`config.mk`:
```
export PLATFORM = sky130hd
export DESIGN_NAME = dfft_front
export DESIGN_NICKNAME = d
export VERILOG_FILES = /design/src/design/dfft_pkg.sv /design/src/design/dfft_front.sv
export SDC_FILE = /design/constraint.sdc
export NUM_CORES = 1
export LEC_CHECK = 0
export ABC_AREA = 1
export BUFFER_PORTS_ARGS = -buffer_cell sky130_fd_sc_hd__buf_2
export CAP_MARGIN = 10
export CORE_MARGIN = 5
export CORE_UTILIZATION = 35
export DETAILED_ROUTE_END_ITERATION = 10
export PLACE_DENSITY = 0.57
export SLEW_MARGIN = 20
export SYNTH_ARGS = -nofsm -noshare
export SYNTH_HDL_FRONTEND = slang
export SYNTH_SLANG_ARGS = --single-unit
```
`constraint.sdc`:
```
create_clock -name clk -period 10.1 [get_ports clk]
set_clock_uncertainty 0.15 [all_clocks]
set_input_delay 1.515 -clock clk [delete_from_list [all_inputs] [get_ports clk]]
set_output_delay 1.515 -clock clk [all_outputs]
set_load 0.02 [all_outputs]
```
`src/design/dfft_pkg.sv`:
```
// ----------------------------------------------------------------------------
// dfft_pkg
// Shared types, constants and the CORDIC arctangent table.
// ----------------------------------------------------------------------------
package dfft_pkg;

  localparam int NumClassesDef = 8;
  localparam int CordicStagesDef = 16;
  localparam int TableLen = 24;
  localparam int AlongMax = 307;
  localparam logic signed [33:0] CordicX0 = 34'sd652032874;

  localparam logic [2:0] RegMaxRange = 3'd0;
  localparam logic [2:0] RegMirror = 3'd1;
  localparam logic [2:0] RegFrame = 3'd2;
  localparam logic [2:0] RegOffX = 3'd3;
  localparam logic [2:0] RegOffY = 3'd4;
  localparam logic [2:0] RegMask = 3'd5;
  localparam logic [2:0] RegThr = 3'd6;

  localparam logic [1:0] FrameMap = 2'd0;
  localparam logic [1:0] FrameBase = 2'd1;

  typedef enum logic {OP_DET = 1'b0, OP_POSE = 1'b1} op_t;

  // One item in the queue between the front and back parts.
  typedef struct packed {
    logic        is_pose;
    logic [19:0] range;
    logic [15:0] angle;
    logic [8:0]  along;
    logic [18:0] across;
    logic [23:0] pose_x;
    logic [23:0] pose_y;
  } item_t;

  function automatic logic signed [33:0] atan_entry(input int i);
    logic signed [33:0] r;
    case (i)
      0: r = 34'sd536870912;  1: r = 34'sd316933406;
      2: r = 34'sd167458907;  3: r = 34'sd85004756;
      4: r = 34'sd42667331;   5: r = 34'sd21354465;
      6: r = 34'sd10679838;   7: r = 34'sd5340245;
      8: r = 34'sd2670163;    9: r = 34'sd1335087;
      10: r = 34'sd667544;    11: r = 34'sd333772;
      12: r = 34'sd166886;    13: r = 34'sd83443;
      14: r = 34'sd41722;     15: r = 34'sd20861;
      16: r = 34'sd10430;     17: r = 34'sd5215;
      18: r = 34'sd2608;      19: r = 34'sd1304;
      20: r = 34'sd652;       21: r = 34'sd326;
      22: r = 34'sd163;       23: r = 34'sd81;
      default: r = 34'sd0;
    endcase
    return r;
  endfunction

  function automatic logic signed [23:0] sat24(input logic signed [47:0] v);
    logic signed [23:0] r;
    if (v > 48'sd8388607) r = 24'sd8388607;
    else if (v < -48'sd8388608) r = -24'sd8388608;
    else r = v[23:0];
    return r;
  endfunction

endpackage

```
`src/design/dfft_front.sv`:
```
// ----------------------------------------------------------------------------
// dfft_front
// Accepts requests, filters detections and forms queue entries.
// ----------------------------------------------------------------------------
module dfft_front #(
  parameter int NUM_CLASSES = dfft_pkg::NumClassesDef
) (
  input  logic               clk,
  input  logic               rst,
  input  logic               in_valid,
  output logic               in_ready,
  input  logic               op,
  input  logic [7:0]         class_id,
  input  logic [7:0]         score,
  input  logic [19:0]        range,
  input  logic signed [15:0] bearing,
  input  logic signed [19:0] object_width,
  input  logic signed [19:0] object_height,
  input  logic signed [23:0] pose_x,
  input  logic signed [23:0] pose_y,
  input  logic signed [15:0] pose_yaw,
  input  logic [19:0]        max_range,
  input  logic               mirror_bearing,
  input  logic [7:0]         class_present_mask,
  input  logic [63:0]        class_thresholds,
  output logic               q_valid,
  input  logic               q_ready,
  output dfft_pkg::item_t    q_item
);

  localparam int Depth = 2;

  dfft_pkg::item_t mem [Depth];
  logic [0:0] wr_ptr;
  logic [0:0] rd_ptr;
  logic [1:0] count;
  logic       keep;
  logic       push;
  logic       pop;
  logic [7:0] thr;
  dfft_pkg::item_t item;

  always_comb begin
    thr = class_thresholds[{class_id[2:0], 3'b000} +: 8];
    keep = (range <= max_range) && (class_id < 8'(NUM_CLASSES))
      && class_present_mask[class_id[2:0]] && (score >= thr)
      && !object_width[19] && !object_height[19];
    item.is_pose = (op == dfft_pkg::OP_POSE);
    item.range = range;
    item.angle = item.is_pose ? pose_yaw : (mirror_bearing ? bearing : -bearing);
    item.along = (object_width < 20'sd307) ? object_width[8:0] : 9'd307;
    item.across = object_width[18:0];
    item.pose_x = pose_x;
    item.pose_y = pose_y;
  end

  assign in_ready = (count != 2'd2);
  assign push = in_valid && in_ready && (item.is_pose || keep);
  assign q_valid = (count != 2'd0);
  assign pop = q_valid && q_ready;
  assign q_item = mem[rd_ptr];

  always_ff @(posedge clk) begin
    if (push) begin
      mem[wr_ptr] <= item;
    end
  end

  always_ff @(posedge clk) begin
    if (rst) begin
      wr_ptr <= '0;
      rd_ptr <= '0;
      count <= '0;
    end else begin
      if (push) wr_ptr <= wr_ptr + 1'b1;
      if (pop) rd_ptr <= rd_ptr + 1'b1;
      count <= count + 2'(push) - 2'(pop);
    end
  end

endmodule

```
==> flow_summary.yaml <==
sta:
  hold_viol_final: 0
  final.min_clock_period_ns: 5.33
  rsz0062_at_grt: "no"
  slew_headroom_pct: 38.0
  drv_slew: 0
  fin_setup_tns_ns: 0
  fin_crit_sh_pct: 52.8
  max_freq_ghz: 0.188
  setup_violations: 0
  setup_slack_ns: 4.77
  worstMarginPinSlew_ns: 0.930
logic_synthesis:
  syn_inst: 769
  netlist_area_sq_um: 10400
  synth.distinct_cells: 39
  synth_edf_count: 226
  synth-compound-area-share_pct: 5.47
  synth-simple-area-share_pct: 8.01
  syn_avg_cell_area_sq_um: 13.5
  syn-num-nets: 1054
  synth_top_area_share_pct: 65.4
  yosys.cell_count.top_type: "edfxtp_1"
  yosys-top-cells-count: "edfxtp_1 (226), mux2_2 (113), nand2_1 (83)"
  seq_area_frac_synth_pct: 66.4
  synth_top_area_cell: "edfxtp_1"
  synthAdderAreaFrac_pct: 3.74
  synth_top_family_by_area: "multiplexers"
  synth_ff_type: "edfxtp_1"
  synthXorXnorAreaFrac_pct: 0.422
  synthArstFlopShare_pct: 0
  yosys-mux-area-fraction_pct: 12.3
  yosys_warnings: 0
  ys_seq_elements: 231
  synth.area.top_cells: "edfxtp_1 (65%), mux2_2 (12%), ha_1 (3.7%)"
routing:
  postRouteAntennaNets: 0
  drt_iter0_markers: 237
  routed_via_density: 4.71
  wl_per_cell_um: 17.8
  drt_first_pass_iters: 4
  drcViolationCount: 0
  num_vias: 7208
  drt-total-wl_um: 27200
worst_setup_path:
  required_ns: 10.09
  end_kind: "flip-flop"
  crit_fanout: 58
  worstPathCellList: "buf_2 > inv_4 > o21ai_0 > o22ai_1 > o21ai_1 > ha_1 > nand2_1 > o21ai_0 > nand2_1 > nand3_1 > nand3_1 > nand2_1 > nand3_1 > inv_4 > buf_4"
  max_stage_delay_ns: 0.75
  arrival_ns: 5.32
  criticalPathCategory: "input port to flip-flop"
  cp_slowest_cell: "buf_4"
  startpoint_type: "input port"
place:
  dp_slack_ns: 4.14
  place.gp.congestion: 0.870
  hpwl_um: 19900
  port_buffers: 349
  place_area_sq_um: 12500
clocking:
  cts.sinks: 231
  cts_tree: "yes"
  post-cts-setup-buffers: 0
  cts_made_buffers: 25
  cts_buffer_depth: 3
  cts_resized: 0
  ctsHoldBuffers: 0
  cts.clk_slew.worst_paths_ns: 0.06
  root_buffer: "clkbuf_16"
  clock_latency_ns: 0.52
  cts-htree-levels: 1
global_route:
  grt_max_degree: 66
  grt_usage_pct: 15.5
  antenna_found_initial: 3
  grt_pass1_vias: 7453
  grt_first_pass_wirelength_um: 40700
  gr-total-overflow: 0
die:
  initial_utilization_pct: 35.2
  die_w_um: 182
  die_area_sq_um: 33200
  io_pins: 369
  num_rows: 63
  core-area_sq_um: 29500
  fp.dieH_um: 182
final_layout:
  area_growth_pct: 28.4
  finish.net_count: 1406
  final_area_sq_um: 13300
  drive_gt1_share_pct: 46.2
  final_util_pct: 45.2
run_status:
  status: "complete, no violations"
run:
  maxCapViolCount: 0
hold_path:
  min_path_type: "flip-flop to flip-flop"
pwr:
  ir_worst_vdd_v: 0.000102
  p_leak_nw: 5.45
  power.density_nw_per_um2: 205
cell type report:
cell class | count | area, sq um
Multi-Input combinational cell | 443 | 3110
Clock buffer | 28 | 637
Antenna cell | 1 | 2.50
Sequential cell | 231 | 6890
Fill cell | 2742 | 16200
Timing Repair Buffer | 353 | 1780
Inverter | 67 | 256
Clock inverter | 17 | 165
Tap cell | 390 | 488
worst max-delay path: cells and delay by family:
kind                       cells  cell delay (ns)
buffers and inverters          4             2.00
and+or+nand+nor                6             0.56
adders and majority gates      1             0.31
AOI/OAI and AO/OA              4             0.79
state kept, by name (all words and copies together), names as in the netlist, named ones only:
name	cells
count	2
mem	226
rd_ptr	1
wr_ptr	1
metrics by stage:
stage          power (W)  hold WS [ns]  cells
6_report         0.00273         0.288   1530
5_1_grt          0.00286         0.316   1530
4_1_cts          0.00278         0.291   1529
3_5_place_dp     0.00188         0.278   1484
3_3_place_gp     0.00188         0.279   1484
2_1_floorplan    0.00164         0.275    769
layout by cell type, fill, tap and decap left out, types with 6 or more instances in the layout:
master / count
o22ai_1: 8
inv_1: 59
a21oi_1: 20
o221ai_1: 7
a31oi_1: 6
o21ai_0: 48
nor2_1: 67
edfxtp_1: 226
nand3_1: 19
ha_1: 31
buf_2: 349
mux2_2: 113
clkbuf_16: 25
nand2_1: 83
clkinv_1: 6
cell families (layout without fill, tap and decap cells):
family | after synthesis | count (layout)
AO/OA/AOI/OAI | 100 | 100
XOR/XNOR | 5 | 5
adder cells (fa/ha/maj) | 31 | 31
buffers and inverters | 95 | 465
flip-flops | 231 | 231
multiplexers | 113 | 113
other | 0 | 1
AND/OR/NAND/NOR | 194 | 194
metal layers:
layer	vias up	routed length (um)	global-route usage, %
li1	3491	-	-
met1	3371	10200	17.4
met2	289	13700	28.0
met3	53	2350	4.76
met4	4	933	5.13
met5	-	14	0
report_power, final:
part | internal, W | leakage [nW] | switching (W)
clock network | 0.000529 | 0.386 | 0.000356
logic | 0.000267 | 2.95 | 0.000399
registers | 0.00114 | 2.11 | 0.0000405
final timing paths:
kind                            slack [ns]  cells after the start    endpoint         from
worst max register to register        7.18                      5  mem[1][75]     count[0]
worst min-delay path                  0.29                      1   flip-flop       rd_ptr
worst max-delay path                  4.77                     15  mem[1][75]  class_id[0]
worst min register to register        0.29                      1   flip-flop       rd_ptr
(Power assumes the default switching activity.)
